<file path="src/design/erm_pkg.sv">
// Shared types, constants and the rounded Q30 product for the Euler rotation matrix.
// Depends on nothing; used by every module of the block.
`timescale 1ns / 1ps
`default_nettype none

package erm_pkg;

  localparam logic signed [37:0] HALF_PI      = 38'sh1_921F_B544;
  localparam logic signed [37:0] HALF_PI_HALF = 38'sh0_C90F_DAA2;
  localparam logic [30:0]        Q30_ONE      = 31'h4000_0000;

  localparam int SIN_STEPS = 5;
  localparam int COS_STEPS = 6;

  // ceil(2^(30+l)/d), l = ceil(log2 d): exact floor division for 30-bit dividends
  localparam logic [31:0] SIN_MAGIC [SIN_STEPS] = '{
    32'(((64'd1 << 37) + 64'd109) / 64'd110),
    32'(((64'd1 << 37) + 64'd71) / 64'd72),
    32'(((64'd1 << 36) + 64'd41) / 64'd42),
    32'(((64'd1 << 35) + 64'd19) / 64'd20),
    32'(((64'd1 << 33) + 64'd5) / 64'd6)
  };
  localparam int SIN_SHIFT [SIN_STEPS] = '{37, 37, 36, 35, 33};

  localparam logic [31:0] COS_MAGIC [COS_STEPS] = '{
    32'(((64'd1 << 38) + 64'd131) / 64'd132),
    32'(((64'd1 << 37) + 64'd89) / 64'd90),
    32'(((64'd1 << 36) + 64'd55) / 64'd56),
    32'(((64'd1 << 35) + 64'd29) / 64'd30),
    32'(((64'd1 << 34) + 64'd11) / 64'd12),
    32'(((64'd1 << 31) + 64'd1) / 64'd2)
  };
  localparam int COS_SHIFT [COS_STEPS] = '{38, 37, 36, 35, 34, 31};

  localparam int RED_LAT  = 4;
  localparam int POLY_LAT = 14;
  localparam int MAT_LAT  = 4;
  localparam int PIPE_LAT = RED_LAT + POLY_LAT + MAT_LAT;

  typedef struct packed {
    logic [29:0] m;
    logic        neg;
    logic [1:0]  q;
  } erm_red_t;

  typedef struct packed {
    logic signed [31:0] sn;
    logic signed [31:0] cs;
  } erm_sc_t;

  function automatic logic signed [37:0] hp_times(input int k);
    return 38'(k) * HALF_PI;
  endfunction

  // magnitude product rounded half up, sign applied after
  function automatic logic signed [31:0] mul_q30(input logic signed [31:0] a,
                                                 input logic signed [31:0] b);
    logic [30:0] ma;
    logic [30:0] mb;
    logic [61:0] p;
    logic [31:0] r;
    ma = a[31] ? 31'(-a) : a[30:0];
    mb = b[31] ? 31'(-b) : b[30:0];
    p  = 62'(ma) * 62'(mb);
    r  = 32'((p + (62'd1 << 29)) >> 30);
    return (a[31] ^ b[31]) ? -$signed(r) : $signed(r);
  endfunction

endpackage

`default_nettype wire

</file>
<file path="src/design/erm_reduce.sv">
// Angle reduction modulo pi/2: quadrant, sign and Q30 magnitude of the remainder.
// Four register stages; uses erm_pkg.
`timescale 1ns / 1ps
`default_nettype none

module erm_reduce #(
  parameter int ANGLE_WIDTH = 16
) (
  input  logic                    clk,
  input  logic                    en,
  input  logic [ANGLE_WIDTH-1:0]  angle,
  output erm_pkg::erm_red_t       red
);
  import erm_pkg::*;

  localparam int SHX = 36 - ANGLE_WIDTH;

  logic signed [36:0] xw;
  logic signed [36:0] x1;
  logic signed [37:0] y1;
  logic [3:0]         cnt_c;
  logic signed [37:0] khp_c;
  logic signed [36:0] x2;
  logic signed [37:0] khp2;
  logic [1:0]         q2;
  logic signed [33:0] r3;
  logic [1:0]         q3;
  logic [33:0]        mag3;

  assign xw = 37'($signed(angle)) <<< SHX;

  always_comb begin
    cnt_c = '0;
    for (int j = -4; j <= 5; j++) begin
      cnt_c = cnt_c + 4'(y1 >= hp_times(j));
    end
    khp_c = '0;
    for (int j = 0; j <= 10; j++) begin
      if (cnt_c == 4'(j)) khp_c = hp_times(j - 5);
    end
  end

  assign mag3 = r3[33] ? 34'(-r3) : 34'(r3);

  always_ff @(posedge clk) begin
    if (en) begin
      x1   <= xw;
      y1   <= 38'(xw) + HALF_PI_HALF;
      x2   <= x1;
      khp2 <= khp_c;
      q2   <= 2'(cnt_c + 4'd3);
      r3   <= 34'(38'(x2) - khp2);
      q3   <= q2;
      red.m   <= mag3[31:2];
      red.neg <= r3[33];
      red.q   <= q3;
    end
  end

endmodule

`default_nettype wire

</file>
<file path="config.mk">
export PLATFORM = sky130hd
export DESIGN_NAME = erm_reduce
export DESIGN_NICKNAME = d
export VERILOG_FILES = /design/src/design/erm_pkg.sv /design/src/design/erm_reduce.sv
export SDC_FILE = /design/constraint.sdc
export NUM_CORES = 1
export LEC_CHECK = 0
export BUFFER_PORTS_ARGS = -buffer_cell sky130_fd_sc_hd__buf_4
export CAP_MARGIN = 40
export CORE_UTILIZATION = 45
export CTS_CLUSTER_DIAMETER = 150
export DETAILED_ROUTE_END_ITERATION = 8
export MAX_ROUTING_LAYER = met4
export PLACE_DENSITY = 0.67
export SLEW_MARGIN = 20
export SYNTH_ARGS = -nofsm -noshare
export SYNTH_HDL_FRONTEND = slang
export SYNTH_SLANG_ARGS = --single-unit
</file>
<file path="constraint.sdc">
create_clock -name clk -period 6.85 [get_ports clk]
set_input_delay 1.0275 -clock clk [delete_from_list [all_inputs] [get_ports clk]]
set_output_delay 1.0275 -clock clk [all_outputs]
set_load 0.01 [all_outputs]
</file>
# After elaboration in Yosys (flattened, before gate mapping)
# Cells that the tools add are included.
# Widths: inputs -> output; s select.
# totals
ff_bits	171
latchBits	0
mem_bits_rw	0
mem_bits_ro	0
in_bits	18
output_inout_bits	33
elab_cells	65
mem_count	0
# op_classes
n_addsub	13
n_mul	0
n_div	0
order_cmp	10
eq_ne	10
n_shift	0
muxes	11
bitwise	0
reduce_logical	6
# op_table
operator	count
$mux 34	8
$ge 38x36->1 const B	5
$ge 38x34->1 const B	2
$ge 38x35->1 const B	2
$ge 38x1->1 const B	1
$add 36x33->37 const B	1
$sub 34x34->34	1
$mux 33	1
$mux 32	1
$neg 32->32	1
$mux 30	1
$add 4x1->4	6
$eq 4x3->1 const B	4
$eq 4x4->1 const B	3
$reduce_or 10->1	1
$eq 4x2->1 const B	2
$reduce_or 6->1	1
$reduce_or 5->1	1
$add 3x1->4	1
$eq 4x1->1 const B	1
$logic_not 4->1	1
$add 2x1->3	1
$reduce_or 3->1	1
$add 1x1->2	1
other kinds (2)	2

# Depth between registers and ports, before layout
# Gate-level depths: netlist of the first run.
# depth
ltp_word	21
ltp_mapped	22
ltp_nobuf	20

# Least setup slack after synthesis of the first run
# Ideal clock, no wire load.
# synth_timing
path_type	register to register
start	reg x1[22] (netlist name)
end	reg khp2[29] (data pin)
setup_time_ps	130
arrival_ps	4667
t_required_ps	6720
slack_ps	2053
path_stages_with_launch	22
path_buffers	2
synth_period_minus_slack_ps	4797
cell_sequence	edfxtp_1 -> o211ai_1 -> nand2_1 -> a211o_1 -> a21oi_1 -> o311a_1 -> fa_1 -> fa_1 -> nor2_1 -> nand3_1 -> nand3_1 -> nor3b_1 -> ha_1 -> fa_1 -> ha_1 -> clkbuf_1 -> or2_2 -> clkbuf_1 -> nand2_1 -> o22ai_1 -> o31ai_1 -> o21a_1
# synth_rtl
element	line	rtl
end signal, assigned	erm_reduce.sv:50	khp2 <= khp_c;
end, declared	erm_reduce.sv:24	logic signed [37:0] khp2;

==> run metrics, run 1 <==
Net Count, Synth 662; first-pass GRT wire length 22.3 mm; mux cell area share after synthesis 0.143%; Worst VDD drop 383 uV; Net Switching 1.76 mW; Skew-Pair Late Insertion Delay 0.41 ns; reg2reg path depth 19; synthesized netlist cell count 616; GRT Util Overall 18.2%; Required @ worst endpoint 7.00 ns; WL/cell 15.9 um; Synth Warn # 0; final hold viol count 0; critical path endpoint khp2[33]; Crit. Startpoint x1[22]; Max Fanout on Critical Path 17; final setup fails 0; largest net degree at the start of global routing 52; Placed Cells 830; sequential area share after synthesis 54.5%; dpl hpwl 9.89 mm; Crit. End Element flip-flop; total grt overflow 0; Routed WL 13.7 mm; clock power share 20.7%; PnR worst setup slack 1.14 ns; largest family of logic cells by synthesized area compound AO/OA/AOI/OAI gates; setup bufs post-CTS 0; post-route setup TNS 0 ns; Post-synth top flop edfxtp_1; LEAKAGE 3.00 nW; final slew viol count 0; Yosys reg bits 127; Comb pwr share 46.9%; reg-to-reg critical path endpoint khp2[33]; H-tree depth 4; share of cells above drive strength 1 14.1%; CTS Sinks 127; total number of vias 4940; Core Footprint 0.0152 mm^2; Area growth, synth to finish 16.9%; Finished Layout Cells 862; vias in the first global route 4578; die area 0.0161 mm^2; Placer Congestion 0.886; Slew HR 53.6%; overall power 4.60 mW; initial antenna violation count 0; Pwr per Cell Area 562 mW/mm^2; Synth Area in XOR/XNOR 7.01%; Chip Width 127 um; root buffer cell clkbuf_16; Pre-antenna DRT Iters 5; Reg power frac 32.3%; Post-Place Setup Slack 1.20 ns; total CTS buffers 17; dpl cell area 0.00756 mm^2; Hold Path Class flip-flop to flip-flop; RSZ-0062 raised after global routing false; max cap viols 0; Synth cell types 64; crit path kind flip-flop to flip-flop; post-DR vias/cell 5.73; fin nets 707; remaining antenna violation count 0; Die Height 127 um; diodes inserted 0; Synth Area in Compound Gates 16.8%; largest area contributor in the synthesized netlist edfxtp_1; Worst Path Arrival 5.86 ns; DRC 0; I/O Buffers 50; I/O pin cnt 51; Syn Std Cell Area 0.00700 mm^2; DR iter-0 viols 283; run status finished, final reports clean; crit path max-delay cell type fa_1; worst path cell trace o211ai_1, nand2_1, a211o_1, a21oi_1, o311a_1, fa_1, fa_1, nor2_1, nand3_1, nand3_1, nor3b_1, ha_1, fa_1, inv_1, ha_1, nor2_1, a21oi_1, nor2_1, a211o_1; number of enable flip-flop cells after synthesis 127; cts hold-fix bufs 0; Avg Cell Area, Syn 11.4 um^2; Clk pin slew, worst setup/hold paths 0.06 ns; CTS resizes 0; post-layout min period 5.71 ns; Sw Ratio 38.3%; Int Power 2.84 mW; Max Clock Skew 0.0102 ns; post-synthesis simple-gate area fraction 12.9%; Slew @ Worst Pin 0.689 ns; Finished Cell Area 0.00818 mm^2; Core Rows 45; Setup crit start kind flip-flop; final period utilization 83.4%; CP max stage delay 0.67 ns; RR Startpoint x1[22]; Area contributors post-synth edfxtp_1 (54%), xnor2_1 (5.6%), ha_1 (4.1%); TritonCTS clock tree done; Starting Density 46.0%; Achievable Freq 0.175 GHz; Worst R2R Setup Slack 1.14 ns; CTS Buffer Depth 2; async set-reset flop share out of synthesis 0%; Synth top area share 54.5%; Synth Area in Adders 5.54%
cell families (layout without fill, tap and decap cells):
group / after synthesis / after routing
buf+inv: 58 / 116
mux: 1 / 1
flops: 127 / 127
simple gates: 177 / 177
compound gates: 169 / 169
fa+ha+maj: 28 / 28
xor+xnor: 56 / 56
layout by cell type (no fill, tap or decap), drive strengths merged, types with 5 or more instances in the layout:
cell type  netlist  layout
o31ai           12      12
nor4             6       6
a211oi           7       7
nand3           13      13
buf              0      55
a21o             9       9
nand4            7       7
clkbuf          29      20
nor3            15      15
fa               5       5
a21oi           35      35
o21ai           31      31
nor2            44      44
clkinv           1       7
nor2b            5       5
ha              23      23
bufinv           0       5
nand2b           8       8
o211ai           6       6
or3              9       9
a31oi           11      11
o22ai            5       5
a211o            5       5
xor2            11      11
edfxtp         127     127
inv             28      29
xnor2           45      45
o21a             7       7
or4              5       5
nand2           45      45
cell usage after synthesis, types with 6 or more instances:
cell type	number
edfxtp_1	127
nand2_1	45
xnor2_1	45
nor2_1	44
a21oi_1	35
o21ai_0	31
clkbuf_1	29
inv_1	28
ha_1	23
nor3_1	15
nand3_1	13
a31oi_1	11
xor2_1	11
a21o_1	9
o31ai_1	9
nand2b_1	8
a211oi_1	7
nand4_1	7
o21a_1	7
or3_1	7
o211ai_1	6
area by class of cell:
class	count	area (um^2)
fill	1303	7020
tap	188	235
multi-input combinational	431	2970
inverter	29	109
timing repair buffer	55	433
clock buffer	20	437
clock inverter	12	190
sequential	127	3810
power groups by stage:
stage | combinational, mW | sequential, mW | clock (mW)
6_report | 2.16 | 1.49 | 0.954
5_1_grt | 2.38 | 1.52 | 1.00
4_1_cts | 2.15 | 1.49 | 0.971
3_5_place_dp | 2.14 | 1.50 | 0
3_3_place_gp | 2.11 | 1.51 | 0
2_1_floorplan | 1.53 | 1.50 | 0
worst min-delay path by stage:
stage / startpoint / end / cells past startpoint
2_1_floorplan: q2[0] / q3[0] / 0
3_3_place_gp: x1[27] / x2[27] / 0
3_5_place_dp: q2[1] / q3[1] / 0
4_1_cts: q2[1] / q3[1] / 0
5_1_grt: q2[1] / q3[1] / 0
6_report: q2[1] / q3[1] / 0
critical path, delay by kind of cell, from the launching register on:
family                   cells  cell delay (ns)
AO/OA/AOI/OAI                6             1.48
buffers and inverters        1             0.10
AND/OR/NAND/NOR              7             0.93
adder cells (fa/ha/maj)      5             2.45
flip-flops                   1             0.50
metrics by stage:
stage	hold WS (ns)	util [%]
detailed placement	0.406	49.7
global placement	0.402	49.5
global route	0.422	53.8
floorplan	0.400	-
CTS	0.420	53.8
finish	0.419	53.8
per-layer routing:
metal / up-vias / routed length, um / global-route usage [%] / part of all wire [%]
li1: 2437 / - / - / -
met1: 2323 / 6030 / 21.6 / 44
met2: 154 / 6680 / 29.5 / 49
met3: 26 / 618 / 4.34 / 4.5
met4: 0 / 338 / 8.12 / 2.5
met5: - / 0 / - / 0
flip-flops by register name, summed over array words and instances (netlist names):
| name | flops |
|---|---|
| khp2 | 18 |
| x1 | 14 |
| y1 | 13 |
| x2 | 14 |
| q2 | 2 |
| q3 | 2 |
| r3 | 31 |
| red | 33 |
(Power assumes the default switching activity.)
==> inputs of run 2 (changes only) <==
clock period = 5.36 ns   (was 6.85 ns; I/O delays follow)
==> run metrics, run 2 (same netlist as run 1, synthesis figures left out) <==
run status finished, final reports clean (unchanged); Core Rows 45 (unchanged); Worst VDD drop 339 uV (was 383 uV); post-DR vias/cell 5.79 (was 5.73); max reg flops 33 (unchanged); CP max stage delay 0.65 ns (was 0.67 ns); share of cells above drive strength 1 18.0% (was 14.1%); Required @ worst endpoint 5.65 ns (was 7.00 ns); I/O Buffers 50 (unchanged); total number of vias 5099 (was 4940); WL/cell 16.1 um (was 15.9 um); post-layout min period 5.07 ns (was 5.71 ns); Routed WL 14.2 mm (was 13.7 mm); die area 0.0161 mm^2 (unchanged); diodes inserted 0 (unchanged); first-pass GRT wire length 23.1 mm (was 22.3 mm); hold path cells 0 (unchanged); total grt overflow 0 (unchanged); Fillers 1306 (was 1303); Setup crit start kind flip-flop (unchanged); final hold viol count 0 (unchanged); highest-count cells in the layout ignoring fill and taps edfxtp_1 (127), buf_4 (73), nand2_1 (45), xnor2_1 (45), nor2_1 (41) (was edfxtp_1 (127), buf_4 (53), nand2_1 (45), xnor2_1 (45), nor2_1 (44)); Skew-Pair Late Insertion Delay 0.42 ns (was 0.41 ns); Clk pin slew, worst setup/hold paths 0.06 ns (about the same); Pre-antenna DRT Iters 5 (unchanged); LEAKAGE 3.08 nW (was 3.00 nW); reg2reg path depth 19 (unchanged); Worst Path Arrival 5.37 ns (was 5.86 ns); Chip Width 127 um (unchanged); remaining antenna violation count 0 (unchanged); Starting Density 46.0% (unchanged); Buf+Inv Stages, Crit Path 2 (was 1); crit path kind flip-flop to flip-flop (unchanged); crit path max-delay cell type fa_2 (was fa_1); most common cell after layout, fill and taps aside edfxtp_1 (unchanged); largest net degree at the start of global routing 66 (was 52); TritonCTS clock tree done (unchanged); Slew HR 48.1% (was 53.6%); final period utilization 94.6% (was 83.4%); Max Fanout on Critical Path 9 (was 17); RSZ-0062 raised after global routing false (unchanged); final setup fails 0 (unchanged); Placer Congestion 0.911 (was 0.886); dpl hpwl 10.3 mm (was 9.89 mm); GRT Util Overall 19.2% (was 18.2%); vias in the first global route 4749 (was 4578); Achievable Freq 0.197 GHz (was 0.175 GHz); Max Clock Skew 0.00802 ns (was 0.0102 ns); CTS Buffer Depth 2 (unchanged); Largest regs red x33, r3 x31, khp2 x18 (unchanged); initial antenna violation count 0 (unchanged); Hold Path Class flip-flop to flip-flop (unchanged); post-route setup TNS 0 ns (unchanged); H-tree depth 4 (unchanged); total CTS buffers 17 (unchanged); I/O pin cnt 51 (unchanged); Core Footprint 0.0152 mm^2 (unchanged); dpl cell area 0.00766 mm^2 (was 0.00756 mm^2); fin nets 726 (was 707); worst path cell trace o211ai_1, nand2_1, a211o_1, a21oi_1, o311a_1, fa_1, fa_2, o2111ai_1, nand3_1, nor3b_2, ha_2, fa_1, ha_1, buf_4, nor2_1, o21ai_0, o21ai_0, a211oi_1, buf_4 (was o211ai_1, nand2_1, a211o_1, a21oi_1, o311a_1, fa_1, fa_1, nor2_1, nand3_1, nand3_1, nor3b_1, ha_1, fa_1, inv_1, ha_1, nor2_1, a21oi_1, nor2_1, a211o_1); largest register by flop count red (unchanged); Pwr per Cell Area 736 mW/mm^2 (was 562 mW/mm^2); CTS Sinks 127 (unchanged); CP delay by family, top adder cells (unchanged); max cap viols 0 (unchanged); root buffer cell clkbuf_16 (unchanged); DRC 0 (unchanged); final slew viol count 0 (unchanged); Worst path depth 19 (unchanged); Crit. End Element flip-flop (unchanged); Slew @ Worst Pin 0.778 ns (was 0.689 ns); DR iter-0 viols 341 (was 283); Die Height 127 um (unchanged); Finished Cell Area 0.00833 mm^2 (was 0.00818 mm^2); Area growth, synth to finish 19.1% (was 16.9%)
run 2: where the power goes:
part	internal (mW)	switching [mW]
sequential	1.66	0.246
combinational	1.34	1.69
clock	0.777	0.417
total	3.78	2.35
run 2: repair_timing:
item                                    4_1_cts  5_1_grt
hold buffers                                  0        0
endpoints found under the hold margin         0        0
endpoints found under the setup margin        0       14
setup buffers                                 0        2
gates resized for setup                       0        9
run 2: cell type report:
cell class,instances,area [um^2],share of cell area (%)
Tap cell,188,235,2.82
Clock inverter,14,189,2.27
Sequential cell,127,3810,45.8
Multi-Input combinational cell,431,3000,35.9
Timing Repair Buffer,74,563,6.76
Clock buffer,18,429,5.15
Inverter,29,109,1.31
run 2: per-stage QoR:
| step | utilization, % | hold WS [ns] | cells | total power, mW | setup WS, ns |
|---|---|---|---|---|---|
| 2_1_floorplan | - | 0.400 | 616 | 3.86 | 0.563 |
| 3_3_place_gp | 50.4 | 0.402 | 846 | 4.85 | 0.338 |
| 3_5_place_dp | 50.4 | 0.405 | 846 | 4.87 | 0.179 |
| 4_1_cts | 54.4 | 0.417 | 878 | 6.09 | 0.137 |
| 5_1_grt | 54.8 | 0.425 | 881 | 6.54 | 0.00164 |
| 6_report | 54.8 | 0.415 | 881 | 6.13 | 0.288 |
run 2: path summary, 6_finish.rpt:
kind,startpoint,end,slack [ns]
worst min-delay path,x1[26],x2[26],0.42
worst max-delay path,x1[22],khp2[32],0.29
worst min register to register,x1[26],x2[26],0.42
worst max register to register,x1[22],khp2[32],0.29
run 2: worst reg2reg max path, delay by kind of cell (launching register included):
family / cells / cell delay [ns]
AO/OA/AOI/OAI: 8 / 1.70
buffers and inverters: 2 / 0.38
flip-flops: 1 / 0.48
adder cells (fa/ha/maj): 5 / 2.06
AND/OR/NAND/NOR: 4 / 0.34
run 2: layer usage:
| metal | GRT usage [%] | wire [um] |
|---|---|---|
| met5 | - | 0 |
| met4 | 11.6 | 505 |
| met3 | 3.25 | 592 |
| met2 | 31.2 | 6910 |
| met1 | 22.4 | 6170 |
==> inputs of run 3 (changes only) <==
CORE_ASPECT_RATIO = 0.9   (was default)
CORE_UTILIZATION = 30   (was 45)
PLACE_DENSITY = 0.5   (was 0.67)
SLEW_MARGIN = 40   (was 20)
==> run metrics, run 3 (same netlist as run 1, synthesis figures left out) <==
run status finished, final reports clean (unchanged); Core Footprint 0.0227 mm^2 (was 0.0152 mm^2); post-DR vias/cell 5.05 (was 5.79); vias in the first global route 4845 (was 4749); Pre-antenna DRT Iters 7 (was 5); Placed Cells 960 (was 846); overall power 6.14 mW (was 6.13 mW); final hold viol count 0 (unchanged); max cap viols 0 (unchanged); met2 Usage GRT 22.3% (was 31.2%); largest net degree at the start of global routing 72 (was 66); Max Fanout on Critical Path 11 (was 9); final period utilization 94.2% (was 94.6%); Achievable Freq 0.198 GHz (was 0.197 GHz); RR Startpoint x1[22] (unchanged); WL/cell 15.4 um (was 16.1 um); Slew HR 52.9% (was 48.1%); reg-to-reg critical path endpoint khp2[16] (was khp2[32]); Final Util 37.4% (was 54.8%); Crit. End Element flip-flop (unchanged); total grt overflow 0 (unchanged); CTS Buffer Depth 2 (unchanged); Core Rows 52 (was 45); RSZ-0062 raised after global routing true (was false); Required @ worst endpoint 5.51 ns (was 5.65 ns); Crit. Startpoint x1[22] (unchanged); Max Clock Skew 0.00742 ns (was 0.00802 ns); Worst VDD drop 323 uV (was 339 uV); fin nets 730 (was 726); final setup fails 0 (unchanged); most common cell after layout, fill and taps aside edfxtp_1 (unchanged); Largest regs red x33, r3 x31, khp2 x18 (unchanged); WHS 0.420 ns (was 0.415 ns); LEAKAGE 3.08 nW (about the same); largest register by flop count red (unchanged); highest-count cells in the layout ignoring fill and taps edfxtp_1 (127), buf_4 (76), nand2_1 (45), xnor2_1 (45), nor2_1 (41) (was edfxtp_1 (127), buf_4 (73), nand2_1 (45), xnor2_1 (45), nor2_1 (41)); total number of vias 5018 (was 5099); diodes inserted 0 (unchanged); Skew-Pair Late Insertion Delay 0.41 ns (was 0.42 ns); Placer Congestion 0.841 (was 0.911); Clk pin slew, worst setup/hold paths 0.06 ns (about the same); Worst R2R Setup Slack 0.31 ns (was 0.29 ns); Pwr per Cell Area 723 mW/mm^2 (was 736 mW/mm^2); share of cells above drive strength 1 19.1% (was 18.0%); reg2reg path depth 19 (unchanged); I/O Buffers 50 (unchanged); Starting Density 30.8% (was 46.0%); TritonCTS clock tree done (unchanged); Routed WL 15.4 mm (was 14.2 mm); I/O pin cnt 51 (unchanged); GR peak layer met2 (unchanged); Worst Path Arrival 5.20 ns (was 5.37 ns); Global Route met3 Usage 2.88% (was 3.25%); DR iter-0 viols 348 (was 341); dpl cell area 0.00784 mm^2 (was 0.00766 mm^2); DRC 0 (unchanged); Hold Path Class flip-flop to flip-flop (unchanged); total CTS buffers 17 (unchanged); grt met1 use 17.0% (was 22.4%); Chip Width 163 um (was 127 um); Finished Cell Area 0.00850 mm^2 (was 0.00833 mm^2); initial antenna violation count 0 (unchanged); die area 0.0239 mm^2 (was 0.0161 mm^2); first-pass GRT wire length 24.9 mm (was 23.1 mm); final slew viol count 0 (unchanged); CTS Sinks 127 (unchanged); critical path endpoint khp2[16] (was khp2[32]); GRT Util Overall 13.7% (was 19.2%); Die Height 147 um (was 127 um); cts hold-fix bufs 0 (unchanged); remaining antenna violation count 0 (unchanged); H-tree depth 4 (unchanged); Slew @ Worst Pin 0.700 ns (was 0.778 ns); Setup crit start kind flip-flop (unchanged); Area growth, synth to finish 21.4% (was 19.1%); Finished Layout Cells 994 (was 881); dpl hpwl 11.3 mm (was 10.3 mm); post-layout min period 5.05 ns (was 5.07 ns); max reg flops 33 (unchanged); crit path kind flip-flop to flip-flop (unchanged); root buffer cell clkbuf_16 (unchanged)
-- run 3: final cells by class --
class                   count  area (um^2)
fillers                  2241        14200
flip-flops and latches    127         3810
multi-input cells         431         3010
repair buffers             78          593
clock buffers              17          425
well taps                 297          372
clock inverters            15          173
inverters                  29          109
-- run 3: per-stage QoR --
| stage | setup TNS (ns) | worst slack (ns) |
|---|---|---|
| floorplan | 0 | 0.563 |
| global placement | 0 | 0.223 |
| detailed placement | 0 | 0.165 |
| CTS | 0 | 0.106 |
| global route | -0.0196 | -0.0112 |
| finish | 0 | 0.309 |
-- run 3: what timing repair did --
action | CTS | global route
endpoints found under the setup margin | 0 | 13
buffers inserted | 0 | 2
gates resized for setup | 0 | 12
-- run 3: power by group --
part           internal (mW)  total (mW)  switching, mW
clock network          0.701        1.17          0.467
registers               1.66        1.92          0.253
logic                   1.36        3.06           1.70
total                   3.72        6.14           2.42
-- run 3: worst min-delay path by stage --
stage                      start  cells past startpoint  endpoint
after floorplan            q2[0]                      0     q3[0]
after detailed placement  x1[25]                      0    x2[25]
after global routing       q3[0]                      0    red[0]
final                      q2[0]                      0     q3[0]
after CTS                  q2[1]                      0     q3[1]
after global placement     q3[0]                      0    red[0]
-- run 3: metal layers --
| metal | part of all wire, % | vias to the layer above |
|---|---|---|
| met5 | 0 | - |
| met4 | 1.3 | 0 |
| met3 | 4.2 | 17 |
| met2 | 48 | 145 |
| met1 | 47 | 2365 |
| li1 | - | 2491 |
-- run 3: critical path: stages (launching register included) --
cell and delay (ns):
edfxtp_1 0.48, o211ai_1 0.22, nand2_1 0.07, a211o_1 0.29, a21oi_1 0.14, o311a_1 0.18
fa_1 0.45, fa_2 0.64, nor2_2 0.05, nand3_1 0.08, nand3_1 0.09, nor3b_2 0.18
ha_2 0.24, fa_1 0.47, ha_1 0.29, buf_4 0.21, nor2_1 0.24, o22ai_1 0.12
a21oi_1 0.21, a21oi_1 0.10
